--- src/design/ntr_pkg.sv ---
`timescale 1ns / 1ps
`default_nettype none

package ntr_pkg;

  localparam int PIX_W       = 30;
  localparam int ORD_W       = 4;
  localparam int COORD_W     = 15;
  localparam int NSIDE_W     = 16;
  localparam int JR_W        = 18;
  localparam int JPT_W       = 17;
  localparam int FACE_W      = 4;
  localparam int COL_W       = 3;
  localparam int CPROD_W     = COL_W + NSIDE_W;
  localparam int JP_W        = 21;
  localparam int ORD_FULL    = 13;
  localparam logic [ORD_W-1:0] RESET_ORDER = 4'd10;
  localparam logic [FACE_W-1:0] LAST_FACE  = 4'd11;

  typedef enum logic [2:0] {
    REG_NORTH = 3'b001,
    REG_EQU   = 3'b010,
    REG_SOUTH = 3'b100
  } region_t;

  typedef struct packed {
    logic                err;
    logic [FACE_W-1:0]   face;
    logic [COORD_W-1:0]  ix;
    logic [COORD_W-1:0]  iy;
  } dec_t;

  typedef struct packed {
    logic                     err;
    region_t                  region;
    logic [NSIDE_W-1:0]       nr;
    logic [JR_W-1:0]          jr;
    logic signed [JPT_W-1:0]  jpt;
    logic [COL_W-1:0]         col;
    logic                     kshift;
  } ring_t;

  typedef struct packed {
    logic                     err;
    region_t                  region;
    logic [PIX_W-1:0]         poly;
    logic [PIX_W-1:0]         eqnb;
    logic [CPROD_W-1:0]       colprod;
    logic signed [JPT_W-1:0]  jpt;
    logic                     kshift;
  } prod_t;

  function automatic logic [2:0] face_row(input logic [FACE_W-1:0] face);
    case (face)
      4'd0, 4'd1, 4'd2, 4'd3:   face_row = 3'd2;
      4'd4, 4'd5, 4'd6, 4'd7:   face_row = 3'd3;
      default:                  face_row = 3'd4;
    endcase
  endfunction

  function automatic logic [COL_W-1:0] face_col(input logic [FACE_W-1:0] face);
    case (face)
      4'd0, 4'd8:   face_col = 3'd1;
      4'd1, 4'd9:   face_col = 3'd3;
      4'd2, 4'd10:  face_col = 3'd5;
      4'd3, 4'd11:  face_col = 3'd7;
      4'd4:         face_col = 3'd0;
      4'd5:         face_col = 3'd2;
      4'd6:         face_col = 3'd4;
      4'd7:         face_col = 3'd6;
      default:      face_col = 3'd7;
    endcase
  endfunction

endpackage

`default_nettype wire

--- src/design/ntr_in_if.sv ---
`timescale 1ns / 1ps
`default_nettype none

interface ntr_in_if import ntr_pkg::*; ();
  logic             valid;
  logic             ready;
  logic [PIX_W-1:0] nested_pixel;

  modport source(output valid, output nested_pixel, input ready);
  modport sink(input valid, input nested_pixel, output ready);
endinterface

`default_nettype wire

--- src/design/ntr_out_if.sv ---
`timescale 1ns / 1ps
`default_nettype none

interface ntr_out_if import ntr_pkg::*; ();
  logic             valid;
  logic             ready;
  logic [PIX_W-1:0] ring_pixel;
  logic             range_error;

  modport source(output valid, output ring_pixel, output range_error, input ready);
  modport sink(input valid, input ring_pixel, input range_error, output ready);
endinterface

`default_nettype wire

--- src/design/ntr_decode.sv ---
`timescale 1ns / 1ps
`default_nettype none

module ntr_decode import ntr_pkg::*; (
  input  wire logic             clk,
  input  wire logic             rst_n,
  input  wire logic [ORD_W-1:0] order,
  input  wire logic             up_valid,
  output logic                  up_ready,
  input  wire logic [PIX_W-1:0] up_pix,
  output logic                  dn_valid,
  input  wire logic             dn_ready,
  output dec_t                  dn_data
);

  logic             valid_r;
  dec_t             data_r;
  dec_t             data_nxt;
  logic [PIX_W-1:0] zpix;
  logic [PIX_W-1:0] face_full;
  logic [4:0]       shamt;
  logic [31:0]      npix;
  logic             beyond;

  assign up_ready = !valid_r || dn_ready;
  assign dn_valid = valid_r;
  assign dn_data  = data_r;

  always_comb begin
    zpix      = up_pix - PIX_W'(1);
    shamt     = {order, 1'b0};
    face_full = zpix >> shamt;
    npix      = 32'd12 << shamt;
    beyond    = (int'(order) <= ORD_FULL) && ({2'b00, up_pix} > npix);
    data_nxt.err  = (up_pix == '0) || beyond;
    data_nxt.face = (face_full > PIX_W'(LAST_FACE)) ? LAST_FACE : face_full[FACE_W-1:0];
    for (int b = 0; b < COORD_W; b++) begin
      data_nxt.ix[b] = zpix[2*b]   && (b < int'(order));
      data_nxt.iy[b] = zpix[2*b+1] && (b < int'(order));
    end
  end

  always_ff @(posedge clk) begin
    if (!rst_n) begin
      valid_r <= 1'b0;
    end else if (up_ready) begin
      valid_r <= up_valid;
    end
  end

  always_ff @(posedge clk) begin
    if (up_ready && up_valid) begin
      data_r <= data_nxt;
    end
  end

endmodule

`default_nettype wire

--- src/design/ntr_ring.sv ---
`timescale 1ns / 1ps
`default_nettype none

module ntr_ring import ntr_pkg::*; (
  input  wire logic             clk,
  input  wire logic             rst_n,
  input  wire logic [ORD_W-1:0] order,
  input  wire logic             up_valid,
  output logic                  up_ready,
  input  dec_t                  up_data,
  output logic                  dn_valid,
  input  wire logic             dn_ready,
  output ring_t                 dn_data
);

  logic               valid_r;
  ring_t              data_r;
  ring_t              data_nxt;
  logic [NSIDE_W-1:0] nside;
  logic [JR_W-1:0]    top_row;
  logic [JR_W-1:0]    jrt;
  logic [JR_W-1:0]    jr;
  logic [JR_W-1:0]    nside3;
  logic [JR_W-1:0]    nl4;

  assign up_ready = !valid_r || dn_ready;
  assign dn_valid = valid_r;
  assign dn_data  = data_r;

  always_comb begin
    nside   = NSIDE_W'(1) << order;
    top_row = JR_W'(face_row(up_data.face)) * JR_W'(nside);
    jrt     = JR_W'(up_data.ix) + JR_W'(up_data.iy);
    jr      = top_row - jrt - JR_W'(1);
    nl4     = JR_W'({nside, 2'b00});
    nside3  = JR_W'(nside) + JR_W'({nside, 1'b0});
    data_nxt.err    = up_data.err;
    data_nxt.jr     = jr;
    data_nxt.jpt    = $signed(JPT_W'(up_data.ix)) - $signed(JPT_W'(up_data.iy));
    data_nxt.col    = face_col(up_data.face);
    data_nxt.kshift = 1'b0;
    if (jr < JR_W'(nside)) begin
      data_nxt.region = REG_NORTH;
      data_nxt.nr     = jr[NSIDE_W-1:0];
    end else if (jr > nside3) begin
      data_nxt.region = REG_SOUTH;
      data_nxt.nr     = NSIDE_W'(nl4 - jr);
    end else begin
      data_nxt.region = REG_EQU;
      data_nxt.nr     = nside;
      data_nxt.kshift = jr[0] ^ nside[0];
    end
  end

  always_ff @(posedge clk) begin
    if (!rst_n) begin
      valid_r <= 1'b0;
    end else if (up_ready) begin
      valid_r <= up_valid;
    end
  end

  always_ff @(posedge clk) begin
    if (up_ready && up_valid) begin
      data_r <= data_nxt;
    end
  end

endmodule

`default_nettype wire

--- src/design/ntr_mult.sv ---
`timescale 1ns / 1ps
`default_nettype none

module ntr_mult import ntr_pkg::*; (
  input  wire logic             clk,
  input  wire logic             rst_n,
  input  wire logic [ORD_W-1:0] order,
  input  wire logic             up_valid,
  output logic                  up_ready,
  input  ring_t                 up_data,
  output logic                  dn_valid,
  input  wire logic             dn_ready,
  output prod_t                 dn_data
);

  logic                 valid_r;
  prod_t                data_r;
  prod_t                data_nxt;
  logic [NSIDE_W-1:0]   nside;
  logic [NSIDE_W:0]     nr_adj;
  logic [JR_W:0]        eq_term;
  logic [2*NSIDE_W:0]   poly_full;

  assign up_ready = !valid_r || dn_ready;
  assign dn_valid = valid_r;
  assign dn_data  = data_r;

  always_comb begin
    nside     = NSIDE_W'(1) << order;
    nr_adj    = (up_data.region == REG_NORTH) ? ({1'b0, up_data.nr} - (NSIDE_W+1)'(1))
                                              : ({1'b0, up_data.nr} + (NSIDE_W+1)'(1));
    poly_full = (2*NSIDE_W+1)'(up_data.nr) * (2*NSIDE_W+1)'(nr_adj);
    eq_term   = {up_data.jr, 1'b0} - (JR_W+1)'(nside) - (JR_W+1)'(1);
    data_nxt.err     = up_data.err;
    data_nxt.region  = up_data.region;
    data_nxt.poly    = poly_full[PIX_W-1:0];
    data_nxt.eqnb    = PIX_W'(eq_term) << ({1'b0, order} + 5'd1);
    data_nxt.colprod = CPROD_W'(up_data.col) * CPROD_W'(up_data.nr);
    data_nxt.jpt     = up_data.jpt;
    data_nxt.kshift  = up_data.kshift;
  end

  always_ff @(posedge clk) begin
    if (!rst_n) begin
      valid_r <= 1'b0;
    end else if (up_ready) begin
      valid_r <= up_valid;
    end
  end

  always_ff @(posedge clk) begin
    if (up_ready && up_valid) begin
      data_r <= data_nxt;
    end
  end

endmodule

`default_nettype wire

--- src/design/ntr_assemble.sv ---
`timescale 1ns / 1ps
`default_nettype none

module ntr_assemble import ntr_pkg::*; (
  input  wire logic             clk,
  input  wire logic             rst_n,
  input  wire logic [ORD_W-1:0] order,
  input  wire logic             up_valid,
  output logic                  up_ready,
  input  prod_t                 up_data,
  output logic                  dn_valid,
  input  wire logic             dn_ready,
  output logic [PIX_W-1:0]      dn_ring_pixel,
  output logic                  dn_range_error
);

  logic                    valid_r;
  logic [PIX_W-1:0]        ring_r;
  logic [PIX_W-1:0]        ring_nxt;
  logic                    err_r;
  logic [NSIDE_W-1:0]      nside;
  logic [35:0]             npix_full;
  logic [PIX_W-1:0]        nbefore;
  logic signed [JP_W-1:0]  nl4;
  logic signed [JP_W-1:0]  jp_num;
  logic signed [JP_W-1:0]  jp_half;
  logic signed [JP_W-1:0]  jp;

  assign up_ready       = !valid_r || dn_ready;
  assign dn_valid       = valid_r;
  assign dn_ring_pixel  = ring_r;
  assign dn_range_error = err_r;

  always_comb begin
    nside     = NSIDE_W'(1) << order;
    npix_full = 36'd12 << {order, 1'b0};
    case (up_data.region)
      REG_NORTH: nbefore = {up_data.poly[PIX_W-2:0], 1'b0};
      REG_SOUTH: nbefore = npix_full[PIX_W-1:0] - {up_data.poly[PIX_W-2:0], 1'b0};
      REG_EQU:   nbefore = up_data.eqnb;
      default:   nbefore = up_data.eqnb;
    endcase
    nl4     = $signed(JP_W'({nside, 2'b00}));
    jp_num  = $signed(JP_W'(up_data.colprod)) + JP_W'($signed(up_data.jpt))
              + $signed(JP_W'(1)) + $signed(JP_W'(up_data.kshift));
    jp_half = (jp_num + $signed(JP_W'(jp_num[JP_W-1]))) >>> 1;
    if (jp_half > nl4) begin
      jp = jp_half - nl4;
    end else if (jp_half < $signed(JP_W'(1))) begin
      jp = jp_half + nl4;
    end else begin
      jp = jp_half;
    end
    ring_nxt = up_data.err ? '0 : (nbefore + PIX_W'(jp));
  end

  always_ff @(posedge clk) begin
    if (!rst_n) begin
      valid_r <= 1'b0;
    end else if (up_ready) begin
      valid_r <= up_valid;
    end
  end

  always_ff @(posedge clk) begin
    if (up_ready && up_valid) begin
      ring_r <= ring_nxt;
      err_r  <= up_data.err;
    end
  end

endmodule

`default_nettype wire

--- src/design/nested_to_ring_pixel_index.sv ---
// Channel   Direction  Payload                        Transfer
// in_ch     input      nested_pixel[29:0]             valid && ready
// out_ch    output     ring_pixel[29:0], range_error  valid && ready
// cfg       input      cfg_wr_data[3:0]               cfg_wr_en
//
// Four register stages: decode, ring search, multiply, assemble.
// One transfer per cycle unless out_ch stalls; each stage holds its own valid bit.
// A stalled output only holds the stages that are full, so bubbles close up.
// Reset clears the valid bits and sets the order to 10.
`timescale 1ns / 1ps
`default_nettype none

module nested_to_ring_pixel_index import ntr_pkg::*; #(
  parameter int MAX_ORDER = 13
) (
  input  wire logic             clk,
  input  wire logic             rst_n,
  ntr_in_if.sink                in_ch,
  ntr_out_if.source             out_ch,
  input  wire logic             cfg_wr_en,
  input  wire logic [ORD_W-1:0] cfg_wr_data
);

  logic [ORD_W-1:0] order_r;
  logic [ORD_W-1:0] order_act;
  logic             dec_valid;
  logic             dec_ready;
  dec_t             dec_data;
  logic             ring_valid;
  logic             ring_ready;
  ring_t            ring_data;
  logic             prod_valid;
  logic             prod_ready;
  prod_t            prod_data;

  always_ff @(posedge clk) begin
    if (!rst_n) begin
      order_r <= RESET_ORDER;
    end else if (cfg_wr_en) begin
      order_r <= cfg_wr_data;
    end
  end

  assign order_act = (int'(order_r) > MAX_ORDER) ? ORD_W'(MAX_ORDER) : order_r;

  ntr_decode u_decode (
    .clk      (clk),
    .rst_n    (rst_n),
    .order    (order_act),
    .up_valid (in_ch.valid),
    .up_ready (in_ch.ready),
    .up_pix   (in_ch.nested_pixel),
    .dn_valid (dec_valid),
    .dn_ready (dec_ready),
    .dn_data  (dec_data)
  );

  ntr_ring u_ring (
    .clk      (clk),
    .rst_n    (rst_n),
    .order    (order_act),
    .up_valid (dec_valid),
    .up_ready (dec_ready),
    .up_data  (dec_data),
    .dn_valid (ring_valid),
    .dn_ready (ring_ready),
    .dn_data  (ring_data)
  );

  ntr_mult u_mult (
    .clk      (clk),
    .rst_n    (rst_n),
    .order    (order_act),
    .up_valid (ring_valid),
    .up_ready (ring_ready),
    .up_data  (ring_data),
    .dn_valid (prod_valid),
    .dn_ready (prod_ready),
    .dn_data  (prod_data)
  );

  ntr_assemble u_assemble (
    .clk            (clk),
    .rst_n          (rst_n),
    .order          (order_act),
    .up_valid       (prod_valid),
    .up_ready       (prod_ready),
    .up_data        (prod_data),
    .dn_valid       (out_ch.valid),
    .dn_ready       (out_ch.ready),
    .dn_ring_pixel  (out_ch.ring_pixel),
    .dn_range_error (out_ch.range_error)
  );

endmodule

`default_nettype wire
--- src/flat_wrapper.sv ---
// flat-port wrapper written by rule: the top's interface ports become plain ports
module nested_to_ring_pixel_index_flat import ntr_pkg::*;
#(
  parameter int MAX_ORDER = 13
)
  (clk, rst_n, cfg_wr_en, cfg_wr_data, in_ch_valid, in_ch_nested_pixel, in_ch_ready, out_ch_valid, out_ch_ring_pixel, out_ch_range_error, out_ch_ready);
  ntr_in_if in_ch_i ();
  ntr_out_if out_ch_i ();
  input  wire logic clk;
  input  wire logic rst_n;
  input  wire logic cfg_wr_en;
  input  wire logic [ORD_W-1:0] cfg_wr_data;
  input wire logic [$bits(in_ch_i.valid)-1:0] in_ch_valid;
  input wire logic [$bits(in_ch_i.nested_pixel)-1:0] in_ch_nested_pixel;
  output wire logic [$bits(in_ch_i.ready)-1:0] in_ch_ready;
  output wire logic [$bits(out_ch_i.valid)-1:0] out_ch_valid;
  output wire logic [$bits(out_ch_i.ring_pixel)-1:0] out_ch_ring_pixel;
  output wire logic [$bits(out_ch_i.range_error)-1:0] out_ch_range_error;
  input wire logic [$bits(out_ch_i.ready)-1:0] out_ch_ready;
  assign in_ch_i.valid = in_ch_valid;
  assign in_ch_i.nested_pixel = in_ch_nested_pixel;
  assign in_ch_ready = in_ch_i.ready;
  assign out_ch_valid = out_ch_i.valid;
  assign out_ch_ring_pixel = out_ch_i.ring_pixel;
  assign out_ch_range_error = out_ch_i.range_error;
  assign out_ch_i.ready = out_ch_ready;
  nested_to_ring_pixel_index #(.MAX_ORDER(MAX_ORDER)) u_core (.clk(clk), .rst_n(rst_n), .in_ch(in_ch_i), .out_ch(out_ch_i), .cfg_wr_en(cfg_wr_en), .cfg_wr_data(cfg_wr_data));
endmodule
--- config.mk ---
export PLATFORM = sky130hd
export DESIGN_NAME = nested_to_ring_pixel_index_flat
export DESIGN_NICKNAME = d
export VERILOG_FILES = /design/src/design/ntr_pkg.sv /design/src/design/ntr_in_if.sv /design/src/design/ntr_out_if.sv /design/src/design/ntr_decode.sv /design/src/design/ntr_ring.sv /design/src/design/ntr_mult.sv /design/src/design/ntr_assemble.sv /design/src/design/nested_to_ring_pixel_index.sv /design/src/flat_wrapper.sv
export SDC_FILE = /design/constraint.sdc
export NUM_CORES = 2
export LEC_CHECK = 0
export ABC_AREA = 1
export BUFFER_PORTS_ARGS = -buffer_cell sky130_fd_sc_hd__clkbuf_2
export CORE_MARGIN = 8
export CORE_UTILIZATION = 43
export DETAILED_ROUTE_END_ITERATION = 7
export SLEW_MARGIN = 5
export SYNTH_ARGS = -nofsm -noshare
export SYNTH_HDL_FRONTEND = slang
export SYNTH_SLANG_ARGS = --single-unit
--- constraint.sdc ---
create_clock -name clk -period 9.4 [get_ports clk]
set_clock_uncertainty 0.2 [all_clocks]
set_input_delay 0 -clock clk [delete_from_list [all_inputs] [get_ports clk]]
set_output_delay 0 -clock clk [all_outputs]
set_load 0.005 [all_outputs]
==> results.md <==
Status
• **result of the run** complete, no violations

Die
• **Placeable Area** 0.07848 mm²
• **Initial Util** 43.11%
• **floorplan die area** 0.08792 mm²
• **die width** 296.5 µm
• **number of placement rows** 103
• **I/O Pins** 72
• **floorplan die height** 296.5 µm

Global route
• **vias in the first global route** 29,677
• **grt met3 use** 3.484%
• **met1 track utilization from global routing** 32.78%
• **GR met2 Demand/Resource** 41.49%
• **global-route wire length before repair** 169.4 mm
• **most crowded layer after global routing** met2
• **maximum number of pins on one net before global-route repair** 59
• **Total Routing Usage GR** 24.98%
• **total congestion overflow** 0
• **initial antenna violation count** 2

Placed design
• **routability cong.** 0.9660
• **DP HPWL** 91.51 mm
• **number of buffers added on ports** 71

Clocking
• **CTS tree** done
• **H-tree depth** 1
• **number of buffers on the longest clock path** 3
• **Clock Latency Late Sink** 0.60 ns
• **total number of clock tree sinks** 231
• **Root Buffer** sky130_fd_sc_hd__clkbuf_16
• **clock slew at reported path FFs** 0.07 ns
• **Inserted Clock Buffers** 30
• **number of buffers inserted by post-CTS setup repair** 0

Logic synthesis
• **area fraction of the dominant cell type after synthesis** 19.70%
• **synth top area cells** sky130_fd_sc_hd__edfxtp_1, sky130_fd_sc_hd__fa_1, sky130_fd_sc_hd__ha_1, sky130_fd_sc_hd__nand2_1, sky130_fd_sc_hd__inv_1
• **mux share of post-synthesis cell area** 0.4142%
• **share of the yosys chip area belonging to registers** 20.23%
• **post-synth top area cell** sky130_fd_sc_hd__edfxtp_1
• **flip-flop and latch count after synthesis** 231
• **simple-gate area share of the yosys netlist** 21.29%
• **complex-gate fraction of the synthesized area** 12.45%
• **Post-Synthesis Mean Instance Area** 7.580 µm²
• **combinational family with the most area after synthesis** adder cells
• **area of the mapped netlist** 0.03384 mm²
• **Synth Area in XOR/XNOR** 4.526%
• **prevailing post-synth register cell** sky130_fd_sc_hd__edfxtp_1
• **count of synthesis-stage warnings from yosys** 0
• **async set-or-reset flop fraction in the synthesized netlist** 0%
• **adder-cell share of the synthesized area** 30.91%
• **number of distinct library cells after synthesis** 65
• **synthesized instance count** 4,464
• **number of flops mapped to enable cells by yosys** 222

Drt
• **antenna-violating nets left** 0
• **Via-to-Cell Ratio** 5.303
• **routed vias** 30,355
• **WL per Instance** 19.47 µm
• **number of DRC violations after detailed-routing iteration 0** 2,263
• **Routed Wire Length** 111.4 mm
• **number of optimization iterations in the first detailed-route pass** 5
• **remaining routing DRC violations** 0

Timing
• **endpoints failing setup** 0
• **final critical path time including I/O delays and setup** 8.730 ns
• **count of endpoints failing hold in the final timing report** 0
• **post-route worst hold slack** 0.09159 ns
• **pin slew with the least headroom to its limit** 1.079 ns
• **part of the cycle the worst path needs** 92.88%
• **max frequency** 114.5 MHz
• **max-slew headroom at the worst pin** 27.93%
• **Slew Viols, Final** 0
• **total negative slack** 0 ns
• **setup repair after global routing missed its margin** false

Setup path
• **Setup CP Type** flop to flop
• **required time worst endpoint** 9.54 ns
• **Slowest Stage Delay on Critical Path** 0.54 ns
• **Critical Path Most Common Cell** sky130_fd_sc_hd__nand2_1
• **Critical Path End Type** flop
• **cell with the largest stage delay on the worst path** sky130_fd_sc_hd__edfxtp_1
• **worst-path fanout max** 9
• **startpoint class of the critical path** flop
• **data arrival at the endpoint of the critical path** 8.87 ns

Layout
• **antenna cell count** 0
• **Final nets** 5,364
• **fraction of final layout cells sized beyond drive strength 1** 7.831%
• **Area growth syn-to-layout** 11.53%

Hold path
• **type of the worst min-delay path** primary input to flop

Job
• **max-cap check violation count** 0

timing repair:
action                     CTS  global route
hold endpoints to repair   104             0
setup endpoints to repair    0            12
hold buffers                61             0
gates resized for setup      0             6
critical path, delay by kind of cell, from the launching register on:
kind	cells	cell delay, ns
adders and majority gates	5	1.85
AOI/OAI and AO/OA	10	2.03
buffers and inverters	6	0.72
and+or+nand+nor	33	3.16
DFF	1	0.54
kinds of logic (layout without fill, tap and decap cells):
group,Yosys count,count (layout)
XOR/XNOR,174,174
other,1,2
buffers and inverters,905,1114
AND/OR/NAND/NOR,1707,1707
adder cells (fa/ha/maj),674,674
AO/OA/AOI/OAI,758,758
flip-flops,231,231
multiplexers,14,14
sequential cells by signal, summed over array words and instances (netlist names), named ones only:
register,cells
u_core.u_ring.dn_valid,1
u_core.u_assemble.dn_ring_pixel,30
u_core.u_assemble.dn_range_error,1
u_core.u_assemble.dn_valid,1
u_core.u_decode.dn_data,35
u_core.u_ring.dn_data,58
u_core.u_mult.dn_data,98
u_core.u_mult.dn_valid,1
u_core.u_decode.dn_valid,1
u_core.order_r,4
final timing paths:
kind                                       startpoint                                                end  slack [ns]  cells past startpoint
setup reg to reg  u_core.u_mult.dn_data[16]$_DFFE_PP_  u_core.u_assemble.dn_ring_pixel[26]$_SDFFCE_PP0P_        0.67                     54
hold reg to reg    u_core.u_ring.dn_data[7]$_DFFE_PP_                 u_core.u_mult.dn_data[4]$_DFFE_PP_        0.21                      0
setup / recovery  u_core.u_mult.dn_data[16]$_DFFE_PP_  u_core.u_assemble.dn_ring_pixel[26]$_SDFFCE_PP0P_        0.67                     54
hold / removal                            in_ch_valid              u_core.u_decode.dn_valid$_SDFFE_PN0N_        0.09                      4
area by class of cell:
| cell class | instances | area, µm² |
|---|---|---|
| Multi-Input combinational cell | 3329 | 23620 |
| Clock buffer | 32 | 779.5 |
| Inverter | 800 | 3009 |
| Fill cell | 7784 | 40750 |
| Clock inverter | 23 | 225.2 |
| Sequential cell | 231 | 6847 |
| Timing Repair Buffer | 259 | 1944 |
| Tap cell | 1050 | 1314 |
per-layer routing:
| layer | up-vias | part of all wire, % |
|---|---|---|
| li1 | 14817 | - |
| met3 | 218 | 6.4 |
| met2 | 939 | 45 |
| met4 | 0 | 4.6 |
| met1 | 14381 | 44 |
| met5 | - | 0 |
cells in the final DEF, fill, tap and decap left out, types with 21 or more instances in the layout:
| cell | instances |
|---|---|
| sky130_fd_sc_hd__nand2_1 | 944 |
| sky130_fd_sc_hd__inv_1 | 780 |
| sky130_fd_sc_hd__ha_1 | 404 |
| sky130_fd_sc_hd__nor2_1 | 383 |
| sky130_fd_sc_hd__a21oi_1 | 346 |
| sky130_fd_sc_hd__fa_1 | 270 |
| sky130_fd_sc_hd__o21ai_0 | 241 |
| sky130_fd_sc_hd__edfxtp_1 | 222 |
| sky130_fd_sc_hd__nand3_1 | 183 |
| sky130_fd_sc_hd__xor2_1 | 132 |
| sky130_fd_sc_hd__buf_4 | 125 |
| sky130_fd_sc_hd__clkbuf_2 | 71 |
| sky130_fd_sc_hd__dlygate4sd3_1 | 61 |
| sky130_fd_sc_hd__xnor2_1 | 41 |
| sky130_fd_sc_hd__or2_2 | 40 |
| sky130_fd_sc_hd__nand4_1 | 40 |
| sky130_fd_sc_hd__o21bai_1 | 39 |
| sky130_fd_sc_hd__nor3_1 | 32 |
| sky130_fd_sc_hd__clkbuf_16 | 31 |
| sky130_fd_sc_hd__nand2_2 | 23 |
| sky130_fd_sc_hd__o211ai_1 | 21 |
per-stage QoR:
stage	area (µm²)	utilization [%]	cells	setup slack (ns)
global route	37740	48.08	5724	0.04886
global placement	36110	46.01	5608	0.6133
floorplan	33840	-	4465	0.4532
CTS	37720	48.07	5724	0.5181
detailed placement	36110	46.01	5608	0.5455
finish	37740	48.08	5724	0.6697
synth_stat cells, drive strengths merged, types with 2 or more instances:
| master | n |
|---|---|
| o22ai | 5 |
| a21o | 11 |
| nor3b | 2 |
| o2111ai | 10 |
| dfxtp | 9 |
| xor2 | 133 |
| inv | 793 |
| or2 | 41 |
| nand4 | 41 |
| nor2 | 402 |
| a21boi | 3 |
| nand3 | 187 |
| a22oi | 3 |
| fa | 270 |
| nand2 | 974 |
| nand3b | 6 |
| o31ai | 6 |
| buf | 15 |
| ha | 404 |
| a21oi | 346 |
| clkbuf | 90 |
| nor3 | 35 |
| o211ai | 22 |
| o21a | 12 |
| a31oi | 21 |
| clkinv | 7 |
| a221oi | 2 |
| xnor2 | 41 |
| nor4 | 14 |
| o21bai | 39 |
| a211oi | 10 |
| o21ai | 252 |
| o221ai | 9 |
| mux2i | 14 |
| edfxtp | 222 |
| a31o | 2 |
Power is not shown: default switching activity piles up to over one toggle a cycle in this logic, so the estimate is an artifact.
